[config.mk]
export PLATFORM = sky130hd
export DESIGN_NAME = kts_lane
export DESIGN_NICKNAME = d
export VERILOG_FILES = /design/src/kts_pkg.sv /design/src/kts_lane.sv
export SDC_FILE = /design/constraint.sdc
export NUM_CORES = 1
export LEC_CHECK = 0
export ABC_AREA = 0
export ABC_CLOCK_PERIOD_IN_PS = 11740
export BUFFER_PORTS_ARGS = -buffer_cell sky130_fd_sc_hd__buf_2
export CORE_AREA = 2 2 93 95
export CTS_CLUSTER_DIAMETER = 100
export CTS_CLUSTER_SIZE = 16
export DETAILED_ROUTE_END_ITERATION = 10
export DIE_AREA = 0 0 95 97
export PLACE_DENSITY = 0.86
export SLEW_MARGIN = 20
export SYNTH_ARGS = -nofsm -noshare
export SYNTH_HDL_FRONTEND = slang
export SYNTH_SLANG_ARGS = --single-unit
[constraint.sdc]
create_clock -name clk -period 11.74 [get_ports clk]
set_clock_uncertainty 0.15 [all_clocks]
set_input_delay 2.348 -clock clk [delete_from_list [all_inputs] [get_ports clk]]
set_output_delay 2.348 -clock clk [all_outputs]
set_load 0.01 [all_outputs]
[src/kts_pkg.sv]
// ----------------------------------------------------------------------------
// kts_pkg
// Shared types, constants and helpers of the keypad tap/hold scanner.
// ----------------------------------------------------------------------------
package kts_pkg;

    localparam int KEY_COUNT   = 30;
    localparam int LAYER_COUNT = 6;
    localparam int KEY_W       = 5;
    localparam int LAYER_W     = 3;
    localparam int CNT_W       = 16;
    localparam int TICK_W      = 10;
    localparam int REM_W       = 10;
    localparam int BIT_SEL_W   = 4;
    localparam int CFG_W       = 60;
    localparam int CFG_IDX_W   = 3;
    localparam int POS_W       = KEY_W * LAYER_COUNT;
    localparam int LIM_W       = TICK_W * LAYER_COUNT;

    localparam logic signed [CNT_W-1:0] HOLD_MAX = 16'sd32767;
    // highest magnitude bit of a non-negative counter
    localparam logic [BIT_SEL_W-1:0] MOD_TOP = 4'd14;

    localparam logic [TICK_W-1:0] DEBOUNCE_RST = 10'd20;
    localparam logic [TICK_W-1:0] CANCEL_RST   = 10'd500;
    localparam logic [TICK_W-1:0] DELAY_RST    = 10'd500;
    localparam logic [TICK_W-1:0] REPEAT_RST   = 10'd50;
    localparam logic [LIM_W-1:0]  LAYER_HOLD_RST = 60'd225400098652365000;
    localparam logic [POS_W-1:0]  LAYER_POS_RST  = 30'd172066848;

    typedef enum logic [CFG_IDX_W-1:0] {
        CFG_DEBOUNCE   = 3'd0,
        CFG_CANCEL     = 3'd1,
        CFG_DELAY      = 3'd2,
        CFG_REPEAT     = 3'd3,
        CFG_LAYER_HOLD = 3'd4,
        CFG_LAYER_POS  = 3'd5
    } cfg_index_t;

    typedef enum logic [2:0] {
        ST_IDLE,
        ST_UPD,
        ST_LAYER,
        ST_CLIP,
        ST_MOD,
        ST_FIRE,
        ST_DONE
    } state_t;

    typedef enum logic [1:0] {
        LN_HOLD,
        LN_UPD,
        LN_CLIP,
        LN_MOD
    } lane_op_t;

    typedef struct packed {
        lane_op_t                op;
        logic [TICK_W-1:0]       deb;
        logic [TICK_W-1:0]       limit;
        logic [TICK_W-1:0]       hold_limit;
        logic [TICK_W-1:0]       delay;
        logic [TICK_W-1:0]       rtk;
        logic [TICK_W-1:0]       cancel;
        logic [CNT_W-1:0]        clip_val;
        logic [BIT_SEL_W-1:0]    bit_sel;
    } lane_ctrl_t;

    function automatic logic [KEY_W-1:0] layer_pos(input logic [POS_W-1:0] word,
                                                   input logic [LAYER_W-1:0] i);
        return word[KEY_W*i +: KEY_W];
    endfunction

    function automatic logic [TICK_W-1:0] layer_limit(input logic [LIM_W-1:0] word,
                                                      input logic [LAYER_W-1:0] i);
        return word[TICK_W*i +: TICK_W];
    endfunction

endpackage

[src/kts_lane.sv]
// ----------------------------------------------------------------------------
// kts_lane
// One key lane: held-time counter, clip, bit-serial remainder and fire test.
// ----------------------------------------------------------------------------
module kts_lane
    import kts_pkg::*;
(
    input  logic                    clk,
    input  logic                    rst_n,
    input  lane_ctrl_t              ctrl,
    input  logic                    key_bit,
    input  logic                    skip,
    input  logic                    zero_en,
    input  logic                    set_en,
    output logic signed [CNT_W-1:0] count,
    output logic                    fire
);

    logic signed [CNT_W-1:0] count_reg, count_next;
    logic [REM_W-1:0]        rem_reg, rem_next;
    logic [REM_W-1:0]        rem_base;
    logic [REM_W:0]          rem_shift;
    logic signed [17:0]      h_ext, mag, deb_s, lim_s, lim_dly, hold_s;
    logic                    fire_neg, fire_pos;

    // counter register
    always_ff @(posedge clk or negedge rst_n)
    begin
        if (!rst_n)
        begin
            count_reg <= '0;
        end
        else
        begin
            count_reg <= count_next;
        end
    end

    // remainder register
    always_ff @(posedge clk)
    begin
        rem_reg <= rem_next;
    end

    // one restoring step of count mod repeat period
    always_comb
    begin
        rem_base  = (ctrl.bit_sel == MOD_TOP) ? '0 : rem_reg;
        rem_shift = {rem_base, count_reg[ctrl.bit_sel]};
        if (rem_shift >= {1'b0, ctrl.rtk})
        begin
            rem_shift = rem_shift - {1'b0, ctrl.rtk};
        end
        rem_next = (ctrl.op == LN_MOD) ? rem_shift[REM_W-1:0] : rem_reg;
    end

    // signed compares
    always_comb
    begin
        h_ext   = 18'(count_reg);
        mag     = -h_ext;
        deb_s   = 18'($signed({8'd0, ctrl.deb}));
        lim_s   = 18'($signed({8'd0, ctrl.limit}));
        hold_s  = 18'($signed({8'd0, ctrl.hold_limit}));
        lim_dly = lim_s + 18'($signed({8'd0, ctrl.delay}));
        fire_neg = (mag > deb_s) && (mag < lim_s);
        fire_pos = (h_ext == lim_s) ||
                   ((ctrl.rtk != '0) && (h_ext > lim_dly) && (rem_reg == '0));
        fire     = !skip && (count_reg[CNT_W-1] ? fire_neg : fire_pos);
    end

    // next counter value
    always_comb
    begin
        count_next = count_reg;
        if (set_en)
        begin
            count_next = CNT_W'($signed({6'd0, ctrl.cancel}));
        end
        else if (zero_en)
        begin
            count_next = '0;
        end
        else
        begin
            case (ctrl.op)
                LN_UPD:
                begin
                    if (!count_reg[CNT_W-1])
                    begin
                        if (key_bit)
                        begin
                            if (count_reg < HOLD_MAX)
                            begin
                                count_next = count_reg + 16'sd1;
                            end
                        end
                        else
                        begin
                            count_next = -count_reg;
                        end
                    end
                end
                LN_CLIP:
                begin
                    if ((h_ext > deb_s - 18'sd1) && (h_ext <= hold_s))
                    begin
                        count_next = ctrl.clip_val;
                    end
                end
                default:
                begin
                    count_next = count_reg;
                end
            endcase
        end
    end

    assign count = count_reg;

endmodule

==> run_results.csv <==
group,metric,value,unit
status,outcome,"completed",
place,gp_congestion,0.983,
power_and_ir_drop,p_per_area,88.1,nW/µm²
routing,viasPerCell,6.26,
grt,grt_pass1_vias,5156,
synth,yosysTopAreaCellShare,21.4,%
grt,antenna_found_initial,0,
power_and_ir_drop,switching_share,43.0,%
clocking,clkSlewWorstSetupHoldPaths,0.10,ns
clocking,numClockSinks,26,
synth,async_flop_share,61.5,%
die,coreArea,8130,µm²
synth,synth_edf_count,10,
sta,finalSetupViolations,0,
clocking,cts_tree,"done",
run,drv_cap,0,
grt,overflow,0,
sta,worst_slew_pin_slew,0.898,ns
cells_and_area,antenna_cells,0,
power_and_ir_drop,p_seq_share,27.4,%
power_and_ir_drop,p_clk_share,16.1,%
cells_and_area,nFillCells,703,
setup_path,reg2reg_slack,7.45,ns
setup_path,endpoint_kind,"output pin",
routing,wl,14500,µm
setup_path,crit_slowest_cell,"fa_1",
clocking,ctsResizeCount,0,
clocking,post-cts-setup-buffers,0,
routing,ant_nets,0,
die,die_w,95,µm
synth,synth_seq_area_share,14.5,%
setup_path,crit_path_start_kind,"input port",
sta,slew_headroom,40.1,%
clocking,numCtsBuffers,3,
die,io_pins,105,
power_and_ir_drop,power.leakage,2.63,nW
sta,fin_crit_sh,71.6,%
clocking,root_buffer,"clkbuf_8",
grt,grt_max_degree,27,
min_path,hp-start,"rem_reg[2]",
synth,syn-cell-area,4850,µm²
cells_and_area,final_net_count,863,
min_path,min_path_cells,2,
min_path,hold_end,"rem_reg[3]",
power_and_ir_drop,ir_drop,0.0600,mV
grt,track_usage,32.4,%
power_and_ir_drop,intPower,0.275,mW
setup_path,crit_type,"input port to output pin",
sta,hold_viol_final,0,
synth,synth_ff_type,"dfrtp_1",
synth,avgSynthCellArea,8.07,µm²
clocking,clk_path_buf_depth,2,
die,die_h,97,µm
synth,yosysTopAreaCell,"ha_1",
routing,wl_per_cell,18.3,µm
die,dieArea,9220,µm²
clocking,clk_latency,0.28,ns
setup_path,crit_required,9.24,ns
synth,syn_nets,774,
routing,routed-via-count,4969,
sta,fmax,0.119,GHz
die,rows,33,
cells_and_area,drive_gt1_share,20.9,%
place,postPlaceCellArea,5410,µm²
power_and_ir_drop,p_switching,0.208,mW
cells_and_area,area_delta_synth_final,13.1,%
synth,yosysUniqueCellTypes,68,
setup_path,cp_max_fo,2,
setup_path,max_stage_delay,0.42,ns
power_and_ir_drop,pwr-share-comb,56.6,%
setup_path,rr_endpoint,"rem_reg[7]",
routing,drtIter0Drc,328,
sta,fin_crit,8.41,ns
clocking,h-tree-depth,1,
setup_path,r2r_start,"count[2]",
routing,drcViolationCount,0,
setup_path,crit_top_cell,"a21oi_1",
die,initial_core_util,59.6,%
place,dp_hpwl,11300,µm
setup_path,rr_worst_depth,12,
synth,synthCells,601,
synth,synth_area_leaders,"ha_1 21%, dfrtp_1 8.3%, edfxtp_1 6.2%, xnor2_1 5.1%, inv_1 4.6%",
cells_and_area,largest_register_ff_count,16,
sta,drv_slew,0,
synth,ys_warn_count,0,
place,io_buffers,104,
grt,grt_pass1_wl,24000,µm
clocking,ctsHoldBuffers,0,
sta,finalSetupTns,0,ns
synth,synth-seq-cells,26,
cells_and_area,fin_area,5480,µm²
setup_path,path_cells,"buf_2 > ha_1 > fa_1 > a21o_1 > a21oi_1 > o21bai_1 > a21oi_1 > o21bai_1 > a21oi_1 > nor2_1 > a211oi_1 > ha_1 > nand3_1 > nor3_1 > o41ai_1 > a31oi_1 > o21ai_0 > o211ai_1 > buf_2",
setup_path,arrival,5.91,ns
sta,rsz0062_at_grt,"no",
min_path,hold_class,"flop to flop",
routing,dr.pass1.iters,5,
[cells by family (layout without fill, tap and decap cells)]
| group | Yosys count | count (layout) | share of synthesized area (%) |
|---|---|---|---|
| simple gates | 197 | 197 | 21.5 |
| compound gates | 147 | 147 | 21.6 |
| fa+ha+maj | 85 | 85 | 22.2 |
| buf+inv | 82 | 170 | 6.84 |
| xor+xnor | 45 | 45 | 8.13 |
| flops | 26 | 26 | 14.5 |
| mux | 19 | 19 | 5.24 |
[per-layer routing]
metal | up-vias | part of all wire (%) | track usage, %
li1 | 2380 | - | -
met1 | 2288 | 42 | 41.8
met2 | 251 | 48 | 55.0
met3 | 50 | 6.7 | 3.35
met4 | 0 | 3.2 | 12.3
met5 | - | 0 | 0
[through the flow]
step / util [%] / hold WS (ns) / total power, mW / std cells / setup slack, ns
3_3_place_gp: 66.5 / 0.506 / 0.389 / 790 / 3.68
6_report: 67.4 / 0.554 / 0.483 / 794 / 3.33
4_1_cts: 67.4 / 0.550 / 0.479 / 794 / 3.41
2_1_floorplan: - / 0.461 / 0.322 / 601 / 4.06
3_5_place_dp: 66.5 / 0.526 / 0.401 / 790 / 3.43
5_1_grt: 67.4 / 0.602 / 0.522 / 794 / 3.17
[power by group through the flow]
stage	Sequential [mW]	Clock (mW)	Combinational [mW]
6_report	0.132	0.0776	0.273
5_1_grt	0.134	0.0824	0.306
4_1_cts	0.131	0.0780	0.270
3_5_place_dp	0.133	0	0.268
3_3_place_gp	0.133	0	0.256
2_1_floorplan	0.119	0	0.203
[cells in the mapped netlist (all sizes together) (12+ instances only)]
master	instances
nor4	12
xor2	17
nand4	12
nor3	20
inv	60
o21ai	29
nand2	48
a21oi	39
dfrtp	16
nand3	20
ha	83
nor2	33
xnor2	28
[cells in the final DEF (no fill, tap or decap), drive strengths merged, types with 5 or more instances in the layout]
cell type	netlist	layout
a211oi	9	9
o211ai	10	10
inv	60	60
a21o	10	10
mux2i	7	7
a21oi	39	39
nor2b	11	11
dfrtp	16	16
nor3	20	20
nand4	12	12
nand3	20	20
mux2	8	8
edfxtp	10	10
o21ai	29	29
nand2b	10	10
buf	11	106
ha	83	83
o32ai	5	5
nor2	33	33
nand2	48	48
and2	11	11
xor2	17	17
xnor2	28	28
o21a	8	8
nor4	12	12
[worst max-delay path: cells and delay by family]
kind / cells / cell delay [ns]
buf+inv: 2 / 0.26
fa+ha+maj: 3 / 0.94
simple gates: 3 / 0.26
compound gates: 11 / 2.11
[cell type report]
class | instances | area [µm²] | area share, %
multi-input cells | 493 | 3820 | 69.6
flip-flops and latches | 26 | 701 | 12.8
repair buffers | 106 | 536 | 9.77
inverters | 60 | 225 | 4.11
well taps | 105 | 131 | 2.40
clock buffers | 3 | 41.3 | 0.753
clock inverters | 1 | 30.0 | 0.548
[worst max path at each step]
stage,from,to,cells after the start
after floorplan,ctrl[40],fire,17
after global placement,ctrl[40],fire,19
after detailed placement,ctrl[40],fire,19
after CTS,ctrl[40],fire,19
after global routing,ctrl[40],fire,19
final,ctrl[40],fire,19
Power figures use the tool's default switching activity.
