File: src/kts_pkg.sv
// ----------------------------------------------------------------------------
// kts_pkg
// Shared types, constants and helpers of the keypad tap/hold scanner.
// ----------------------------------------------------------------------------
package kts_pkg;

    localparam int KEY_COUNT   = 30;
    localparam int LAYER_COUNT = 6;
    localparam int KEY_W       = 5;
    localparam int LAYER_W     = 3;
    localparam int CNT_W       = 16;
    localparam int TICK_W      = 10;
    localparam int REM_W       = 10;
    localparam int BIT_SEL_W   = 4;
    localparam int CFG_W       = 60;
    localparam int CFG_IDX_W   = 3;
    localparam int POS_W       = KEY_W * LAYER_COUNT;
    localparam int LIM_W       = TICK_W * LAYER_COUNT;

    localparam logic signed [CNT_W-1:0] HOLD_MAX = 16'sd32767;
    // highest magnitude bit of a non-negative counter
    localparam logic [BIT_SEL_W-1:0] MOD_TOP = 4'd14;

    localparam logic [TICK_W-1:0] DEBOUNCE_RST = 10'd20;
    localparam logic [TICK_W-1:0] CANCEL_RST   = 10'd500;
    localparam logic [TICK_W-1:0] DELAY_RST    = 10'd500;
    localparam logic [TICK_W-1:0] REPEAT_RST   = 10'd50;
    localparam logic [LIM_W-1:0]  LAYER_HOLD_RST = 60'd225400098652365000;
    localparam logic [POS_W-1:0]  LAYER_POS_RST  = 30'd172066848;

    typedef enum logic [CFG_IDX_W-1:0] {
        CFG_DEBOUNCE   = 3'd0,
        CFG_CANCEL     = 3'd1,
        CFG_DELAY      = 3'd2,
        CFG_REPEAT     = 3'd3,
        CFG_LAYER_HOLD = 3'd4,
        CFG_LAYER_POS  = 3'd5
    } cfg_index_t;

    typedef enum logic [2:0] {
        ST_IDLE,
        ST_UPD,
        ST_LAYER,
        ST_CLIP,
        ST_MOD,
        ST_FIRE,
        ST_DONE
    } state_t;

    typedef enum logic [1:0] {
        LN_HOLD,
        LN_UPD,
        LN_CLIP,
        LN_MOD
    } lane_op_t;

    typedef struct packed {
        lane_op_t                op;
        logic [TICK_W-1:0]       deb;
        logic [TICK_W-1:0]       limit;
        logic [TICK_W-1:0]       hold_limit;
        logic [TICK_W-1:0]       delay;
        logic [TICK_W-1:0]       rtk;
        logic [TICK_W-1:0]       cancel;
        logic [CNT_W-1:0]        clip_val;
        logic [BIT_SEL_W-1:0]    bit_sel;
    } lane_ctrl_t;

    function automatic logic [KEY_W-1:0] layer_pos(input logic [POS_W-1:0] word,
                                                   input logic [LAYER_W-1:0] i);
        return word[KEY_W*i +: KEY_W];
    endfunction

    function automatic logic [TICK_W-1:0] layer_limit(input logic [LIM_W-1:0] word,
                                                      input logic [LAYER_W-1:0] i);
        return word[TICK_W*i +: TICK_W];
    endfunction

endpackage

File: src/kts_merge.sv
// ----------------------------------------------------------------------------
// kts_merge
// Merging stage: picks the lowest-numbered lane that fires.
// ----------------------------------------------------------------------------
module kts_merge
    import kts_pkg::*;
(
    input  logic [KEY_COUNT-1:0] fire_vec,
    output logic                 found,
    output logic [KEY_W-1:0]     first
);

    // priority encode, lowest index wins
    always_comb
    begin
        found = 1'b0;
        first = '0;
        for (int k = KEY_COUNT - 1; k >= 0; k--)
        begin
            if (fire_vec[k])
            begin
                found = 1'b1;
                first = KEY_W'(k);
            end
        end
    end

endmodule

File: config.mk
export PLATFORM = sky130hd
export DESIGN_NAME = kts_merge
export DESIGN_NICKNAME = d
export VERILOG_FILES = /design/src/kts_pkg.sv /design/src/kts_merge.sv
export SDC_FILE = /design/constraint.sdc
export NUM_CORES = 1
export LEC_CHECK = 0
export ABC_AREA = 1
export BUFFER_PORTS_ARGS = -buffer_cell sky130_fd_sc_hd__buf_2
export CAP_MARGIN = 0
export CORE_MARGIN = 2
export CORE_UTILIZATION = 25
export DETAILED_ROUTE_END_ITERATION = 8
export PLACE_DENSITY = 0.55
export SETUP_SLACK_MARGIN = 0.4
export SYNTH_ARGS = -nofsm -noshare
export SYNTH_HDL_FRONTEND = slang
export SYNTH_SLANG_ARGS = --single-unit
File: constraint.sdc
create_clock -name vclk -period 1.5
set_input_delay 0.15 -clock vclk [all_inputs]
set_output_delay 0.15 -clock vclk [all_outputs]
set_load 0.1 [all_outputs]
==> results of run 1 <==
[critical path: cells and delay by family]
| kind | cells | cell delay [ns] |
|---|---|---|
| AOI/OAI and AO/OA | 1 | 0.14 |
| buffers and inverters | 3 | 0.32 |
| and+or+nand+nor | 27 | 1.34 |
[cell type report]
type                            count  area [µm²]  share of cell area
Timing Repair Buffer               56         480               0.444
Multi-Input combinational cell     71         453               0.418
Inverter                           31         129               0.119
Tap cell                           16        20.0              0.0185
[layout by cell type (no fill, tap or decap), drive strengths merged]
cell and instances:
nand3 4, a21oi 4, nor2 17, nor4 3, a211oi 1, nand2 40
o21ai 1, clkinv 1, buf 56, o311ai 1, inv 30
[cells in the mapped netlist (all sizes together)]
cell type	instances	area (µm²)
inv	31	116
nand3	4	20.0
a21oi	4	23.8
a211oi	1	7.51
nor4	3	18.8
nand2	40	150
o311ai	1	8.76
o21ai	1	5.00
nor2	17	63.8
[report_power, final]
| part | switching (µW) | internal, µW | leakage, µW |
|---|---|---|---|
| combinational | 130 | 117 | 0.000598 |
| sequential | 0 | 0 | 0 |
| clock | 0 | 0 | 0 |
| total | 130 | 117 | 0.000598 |
[layer usage]
metal,track usage,vias to the layer above
li1,-,408
met1,0.215,293
met2,0.325,15
met3,0.00800,0
met4,0.0182,0
met5,0,-
[cells by family (layout without fill, tap and decap cells)]
group                  after synthesis  after routing
and+or+nand+nor                     64             64
buffers and inverters               31             87
AOI/OAI and AO/OA                    7              7
[what timing repair did]
action,4_1_cts,5_1_grt
setup endpoints to repair,6,6
gates resized for setup,28,7
pin swaps,12,5
buffers inserted,5,1
[how the worst min path moves through the flow]
| stage | end | slack (ns) | startpoint | depth (start not counted) |
|---|---|---|---|---|
| after floorplan | first[0] | 0.39 | fire_vec[0] | 1 |
| after global placement | first[1] | 0.64 | fire_vec[1] | 3 |
| after detailed placement | first[1] | 0.64 | fire_vec[1] | 3 |
| after CTS | first[1] | 0.64 | fire_vec[1] | 3 |
| after global routing | first[1] | 0.65 | fire_vec[1] | 3 |
| final | first[1] | 0.64 | fire_vec[1] | 3 |
[per-stage QoR]
step | total power, µW | cells | hold slack (ns)
after floorplan | 104 | 102 | 0.394
final | 247 | 174 | 0.639
after CTS | 239 | 173 | 0.643
after global placement | 205 | 168 | 0.637
after detailed placement | 208 | 168 | 0.643
after global routing | 271 | 174 | 0.647
==> out/metrics.csv, run 1 <==
metric;value;unit
slew_headroom;0.759;
grt-ovfl-total;0;
grt_start_max_net_pins;4;
drt-vias-per-instance;4.11;
avgSynthCellArea;4.06;µm²
synth_compound_area_frac;0.109;
hold_violations;0;
drv.max_cap_violation_count;0;
grt_antenna_before_repair;0;
postRouteAntennaNets;0;
finalWorstPathRequiredPeriod;2.11;ns
worst_ep_arrival_time;1.96;ns
finalSetupViolCount;6;
m1WireLength;678;µm
cpMaxStageDelayCell;sky130_fd_sc_hd__buf_12;
die_width;44.7;µm
final.period_utilization;1.41;
share_of_synthesized_cell_area_in_full_adder_half_adder_and_majority_cells;0;
first_iter_violations;3;
dieArea;0.00200;mm²
detail_route_met3_wl;44;µm
muxShareOfSynthArea;0;
area.sequential;0;µm²
worstSetupEndpointType;output port;
floorplan.rows;14;
synth.lib_cells_used.distinct;10;
final.setup.worst_slack;-0.610;ns
syn_nets;132;
final_max_slew_viol_count;0;
post_route_cells_drive_above_1_share;0.506;
crit_path_max_incr_delay;0.18;ns
place.gp.congestion;0.739;
fmaxAchievable;474;MHz
number_of_primary_i_o_pins;36;
layout-area-overhead-vs-synth;161;%
finish.net_count;190;
design.seq.count;0;
top_layer_used;met3;
worstSetupStartpointType;input pin;
start_util;0.272;
synth-xor-area-share;0;
die_y;44.7;µm
setup.worst_path.class;input pin to output port;
fin_tns_setup;-1.63;ns
placed_area;896;µm²
global_route_wire_length_before_repair;2690;µm
failed_checks;negative setup slack;
routedWlPerCell;9.05;µm
finalCoreUtilization;0.710;
crit_path_frequent_cell;sky130_fd_sc_hd__nand2_1;
vias_in_the_first_global_route;727;
startpoint;fire_vec[28];
crit_fanout;2;
detail_route.first_pass.iterations;4;
drt_wl_total;1580;µm
route.vias.total;716;
postCtsHoldBufs;0;
n_antenna_cell;0;
outcome;complete, but fails checks;
globalRouteTotalUtil;0.170;
syn-instance-count;102;
seq_area_frac_synth;0;
remaining_drc_errors;0;
power-per-cell-area;228;mW/mm²
tightestPinTransition;0.357;ns
synth_top_family_by_area;simple AND/OR/NAND/NOR gates;
finalInstanceArea;0.00108;mm²
synth_area;414;µm²
hp-class;input pin to output port;
static_leakage;0.000598;µW
wl_met2;851;µm
clk_buf_instances;0;
filler_cell_count;135;
dp.final_hpwl;1170;µm
crit_required;1.35;ns
grt_setup_unrepaired;true;
post_synth_and_or_nand_nor_area_fraction;0.610;
ys.warnings.count;0;
post-place-ws;-0.617;ns
floorplan.core_area;0.00152;mm²
vdd_ir_drop_max;0.114;mV
io_buffer_count;36;
critPathCapture;first[0];
Power figures use the tool's default switching activity.
==> run 2: changes to the inputs <==
--- a/config.mk
+++ b/config.mk
@@ -11,7 +11,7 @@
 export CORE_MARGIN = 2
 export CORE_UTILIZATION = 25
 export DETAILED_ROUTE_END_ITERATION = 8
-export PLACE_DENSITY = 0.55
+export PLACE_DENSITY = 0.56
 export SETUP_SLACK_MARGIN = 0.4
 export SYNTH_ARGS = -nofsm -noshare
 export SYNTH_HDL_FRONTEND = slang
==> out/metrics.csv, run 2 (synthesis gave the netlist of run 1 again) <==
metric;value;unit;change
worst_ep_arrival_time;1.89;ns;-0.07 ns
post_route_cells_drive_above_1_share;0.484;;-0.0225
finish.net_count;187;;-1.6%
worst_path_dominant_cell_family;simple AND/OR/NAND/NOR gates;;
fmaxAchievable;489;MHz;+3.2%
design.seq.count;0;;unchanged
dieArea;0.00200;mm²;unchanged
global_route_wire_length_before_repair;2440;µm;-9.5%
detail_route.first_pass.iterations;3;;-1
hold_violations;0;;unchanged
grt_antenna_before_repair;0;;unchanged
crit_required;1.35;ns;about the same
die_width;44.7;µm;unchanged
crit_path_frequent_cell;sky130_fd_sc_hd__nand2_1;;
die_y;44.7;µm;unchanged
floorplan.core_area;0.00152;mm²;unchanged
final.period_utilization;1.36;;-0.0442
dp.final_hpwl;1130;µm;-3.6%
setup.worst_path.class;input pin to output port;;
final_max_slew_viol_count;0;;unchanged
floorplan.rows;14;;unchanged
cpMaxStageDelayCell;sky130_fd_sc_hd__buf_12;;
drt_wl_total;1350;µm;-15%
tightestPinTransition;0.283;ns;-0.0740 ns
outcome;complete, but fails checks;;
vdd_ir_drop_max;0.139;mV;+22%
drv.max_cap_violation_count;0;;unchanged
worst-path-buf-inv;3;;unchanged
grt_setup_unrepaired;true;;
number_of_primary_i_o_pins;36;;unchanged
slew_headroom;0.811;;+0.0517
grt_start_max_net_pins;4;;unchanged
vias_in_the_first_global_route;675;;-7.2%
route.vias.total;722;;+0.84%
worstSetupEndpointType;output port;;
clk_buf_instances;0;;unchanged
finalInstanceArea;0.00107;mm²;-0.69%
start_util;0.272;;unchanged
layout_commonest_cell;sky130_fd_sc_hd__nand2_1;;
routedWlPerCell;7.87;µm;-13%
remaining_drc_errors;0;;unchanged
failed_checks;negative setup slack;;
power-per-cell-area;224;mW/mm²;-1.7%
post-place-ws;-0.621;ns;-0.00389 ns
finalSetupViolCount;3;;-3
final.setup.worst_slack;-0.544;ns;+0.0662 ns
n_antenna_cell;0;;unchanged
placed_area;911;µm²;+1.7%
finalWorstPathRequiredPeriod;2.04;ns;-0.0662 ns
area.sequential;0;µm²;unchanged
hp-class;input pin to output port;;
io_buffer_count;36;;unchanged
place.gp.congestion;0.658;;-11%
globalRouteTotalUtil;0.152;;-0.0182
static_leakage;0.000605;µW;+1.2%
drt-vias-per-instance;4.22;;+2.6%
postRouteAntennaNets;0;;unchanged
worstSetupStartpointType;input pin;;
crit_fanout;2;;unchanged
most-common-layout-cells;sky130_fd_sc_hd__nand2_1 (35), sky130_fd_sc_hd__inv_1 (29), sky130_fd_sc_hd__buf_2 (24);;
first_iter_violations;3;;unchanged
layout-area-overhead-vs-synth;160;%;
crit_path_max_incr_delay;0.18;ns;about the same
grt-ovfl-total;0;;unchanged
filler_cell_count;130;;-3.7%
-- run 2: cell count changes in the layout (fill, tap and decap cells not counted), sizes merged --
cell,before,now
buf,56,53
-- run 2: per-layer routing --
layer,track usage,up-vias,routed length (µm),share of wire
met1,0.167,299,544,0.40
met2,0.328,20,711,0.53
met3,0.00800,0,90,0.067
met5,0,-,0,0
li1,-,403,-,-
met4,0,0,0,0
-- run 2: tightest hold or removal path: stages --
cell                       delay, ns
sky130_fd_sc_hd__buf_2          0.13
sky130_fd_sc_hd__a211oi_4       0.06
sky130_fd_sc_hd__buf_12         0.16
-- run 2: report_power, final --
group	internal, µW	switching [µW]	leakage (µW)
clock	0	0	0
sequential	0	0	0
combinational	117	124	0.000605
total	117	124	0.000605
-- run 2: timing repair --
item / in CTS / in global routing
resized for setup: 22 / 9
endpoints found under the hold margin: 0 / 0
pin swaps: 10 / 4
gates cloned: 0 / 0
buffers inserted: 3 / 0
endpoints found under the setup margin: 6 / 6
hold buffers: 0 / 0
-- run 2: per-stage QoR --
stage	setup TNS, ns	hold slack, ns	util	cells	power, µW
final	-0.882	0.644	0.705	171	241
after global routing	-1.52	0.667	0.705	171	266
after CTS	-1.05	0.647	0.678	171	232
after detailed placement	-1.22	0.647	0.598	168	211
after global placement	-1.14	0.637	0.598	168	208
after floorplan	-1.42	0.394	-	102	104
-- run 2: layout make-up --
| class | count | area, µm² | area share |
|---|---|---|---|
| well taps | 16 | 20.0 | 0.0186 |
| repair buffers | 53 | 482 | 0.448 |
| inverters | 31 | 129 | 0.120 |
| multi-input cells | 71 | 444 | 0.413 |
-- run 2: worst paths after layout --
check          from  endpoint  slack, ns  cells after the start
max    fire_vec[28]  first[0]      -0.54                     31
min     fire_vec[1]  first[1]       0.64                      3
==> run 3: changes to the inputs <==
--- a/config.mk
+++ b/config.mk
@@ -8,10 +8,10 @@
 export ABC_AREA = 1
 export BUFFER_PORTS_ARGS = -buffer_cell sky130_fd_sc_hd__buf_2
 export CAP_MARGIN = 0
-export CORE_MARGIN = 2
-export CORE_UTILIZATION = 25
+export CORE_AREA = 2 2 39 41
 export DETAILED_ROUTE_END_ITERATION = 8
-export PLACE_DENSITY = 0.56
+export DIE_AREA = 0 0 41 43
+export PLACE_DENSITY = 0.68
 export SETUP_SLACK_MARGIN = 0.4
 export SYNTH_ARGS = -nofsm -noshare
 export SYNTH_HDL_FRONTEND = slang
==> out/metrics.csv, run 3 (synthesis gave the netlist of run 1 again) <==
metric;value;unit;change
met1_usage_grt;0.156;;-0.0106
most-common-layout-cells;sky130_fd_sc_hd__nand2_1 (35), sky130_fd_sc_hd__inv_1 (29), sky130_fd_sc_hd__buf_2 (22);;
crit_path_frequent_cell;sky130_fd_sc_hd__nand2_1;;
crit_path_max_incr_delay;0.19;ns;about the same
n_antenna_cell;0;;unchanged
final.setup.worst_slack;-0.660;ns;-0.116 ns
cpMaxStageDelayCell;sky130_fd_sc_hd__buf_12;;
finalCoreUtilization;0.799;;+0.0940
die_y;43;µm;-3.8%
vdd_ir_drop_max;0.162;mV;+17%
global_route_wire_length_before_repair;2190;µm;-9.9%
drt-vias-per-instance;4.58;;+8.4%
crit_required;1.35;ns;about the same
layout-area-overhead-vs-synth;167;%;
globalRouteTotalUtil;0.167;;+0.0150
finalSetupViolCount;5;;+2
first_iter_violations;10;;+7
number_of_cells_on_the_worst_hold_path;3;;unchanged
place.gp.congestion;0.674;;+2.4%
outcome;complete, but fails checks;;
grt-ovfl-total;0;;unchanged
clk_buf_instances;0;;unchanged
post_route_cells_drive_above_1_share;0.500;;+0.0161
routedWlPerCell;11.0;µm;+40%
final_max_slew_viol_count;0;;unchanged
dieArea;0.00176;mm²;-12%
area.sequential;0;µm²;unchanged
finalWorstPathRequiredPeriod;2.16;ns;+0.116 ns
worstSetupStartpointType;input pin;;
failed_checks;negative setup slack;;
postRouteAntennaNets;0;;unchanged
detail_route.first_pass.iterations;4;;+1
slew_headroom;0.717;;-0.0939
worst_ep_arrival_time;2.01;ns;+0.12 ns
floorplan.core_area;0.00138;mm²;-9.2%
route.vias.total;787;;+9.0%
worst_hold_margin;0.663;ns;+0.0186 ns
io_buffer_count;36;;unchanged
hp-class;input pin to output port;;
dp.final_hpwl;1220;µm;+7.9%
remaining_drc_errors;0;;unchanged
die_width;41;µm;-8.3%
fmaxAchievable;463;MHz;-5.3%
global_route.usage.met3;0;;-0.00800
grt_start_max_net_pins;4;;unchanged
power-per-cell-area;235;mW/mm²;+5.0%
grt_setup_unrepaired;true;;
top_usage_layer;met2;;
number_of_primary_i_o_pins;36;;unchanged
worstSetupEndpointType;output port;;
drv.max_cap_violation_count;0;;unchanged
grt_antenna_before_repair;0;;unchanged
hold_path_startpoint;fire_vec[1];;
final.period_utilization;1.44;;+0.0770
postCtsHoldBufs;0;;unchanged
startpoint;fire_vec[28];;
vias_in_the_first_global_route;651;;-3.6%
start_util;0.299;;+0.0275
finish.net_count;188;;+0.53%
static_leakage;0.000623;µW;+2.9%
layout_commonest_cell;sky130_fd_sc_hd__nand2_1;;
use_met2;0.369;;+0.0412
setup.worst_path.class;input pin to output port;;
crit_fanout;2;;unchanged
post-place-ws;-0.586;ns;+0.0355 ns
drt_wl_total;1900;µm;+41%
floorplan.rows;14;;unchanged
design.seq.count;0;;unchanged
tightestPinTransition;0.420;ns;+0.137 ns
hold_violations;0;;unchanged
-- run 3: repair_timing --
action / in CTS / in global routing
pin swaps: 8 / 12
setup buffers: 0 / 4
endpoints found under the setup margin: 6 / 6
gates resized for setup: 17 / 20
-- run 3: metrics by stage --
step                      area (µm²)  total power (µW)  TNS [ns]  cells
after CTS                        985               225     -1.12    168
after detailed placement         911               213     -1.24    168
after global placement           911               207     -1.09    168
after floorplan                  531               104     -1.42    102
final                           1110               260     -1.29    172
after global routing            1110               280     -1.88    172
-- run 3: cell type report --
type                            instances  area (µm²)
Timing Repair Buffer                   54         485
Multi-Input combinational cell         71         472
Fill cell                              89         278
Inverter                               31         129
Tap cell                               16        20.0
-- run 3: routing by layer --
metal | part of all wire | vias to the layer above
li1 | - | 406
met2 | 0.60 | 29
met3 | 0.046 | 6
met5 | 0 | -
met1 | 0.33 | 346
met4 | 0.029 | 0
-- run 3: worst paths after layout --
path	to
max	first[0]
min	first[1]
-- run 3: worst max-delay path: cells and delay by family --
kind	cells	cell delay (ns)
and+or+nand+nor	27	1.40
AOI/OAI and AO/OA	1	0.15
buffers and inverters	3	0.33
-- run 3: power by group --
group / total [µW] / internal [µW] / switching, µW
clock: 0 / 0 / 0
combinational: 260 / 123 / 138
sequential: 0 / 0 / 0
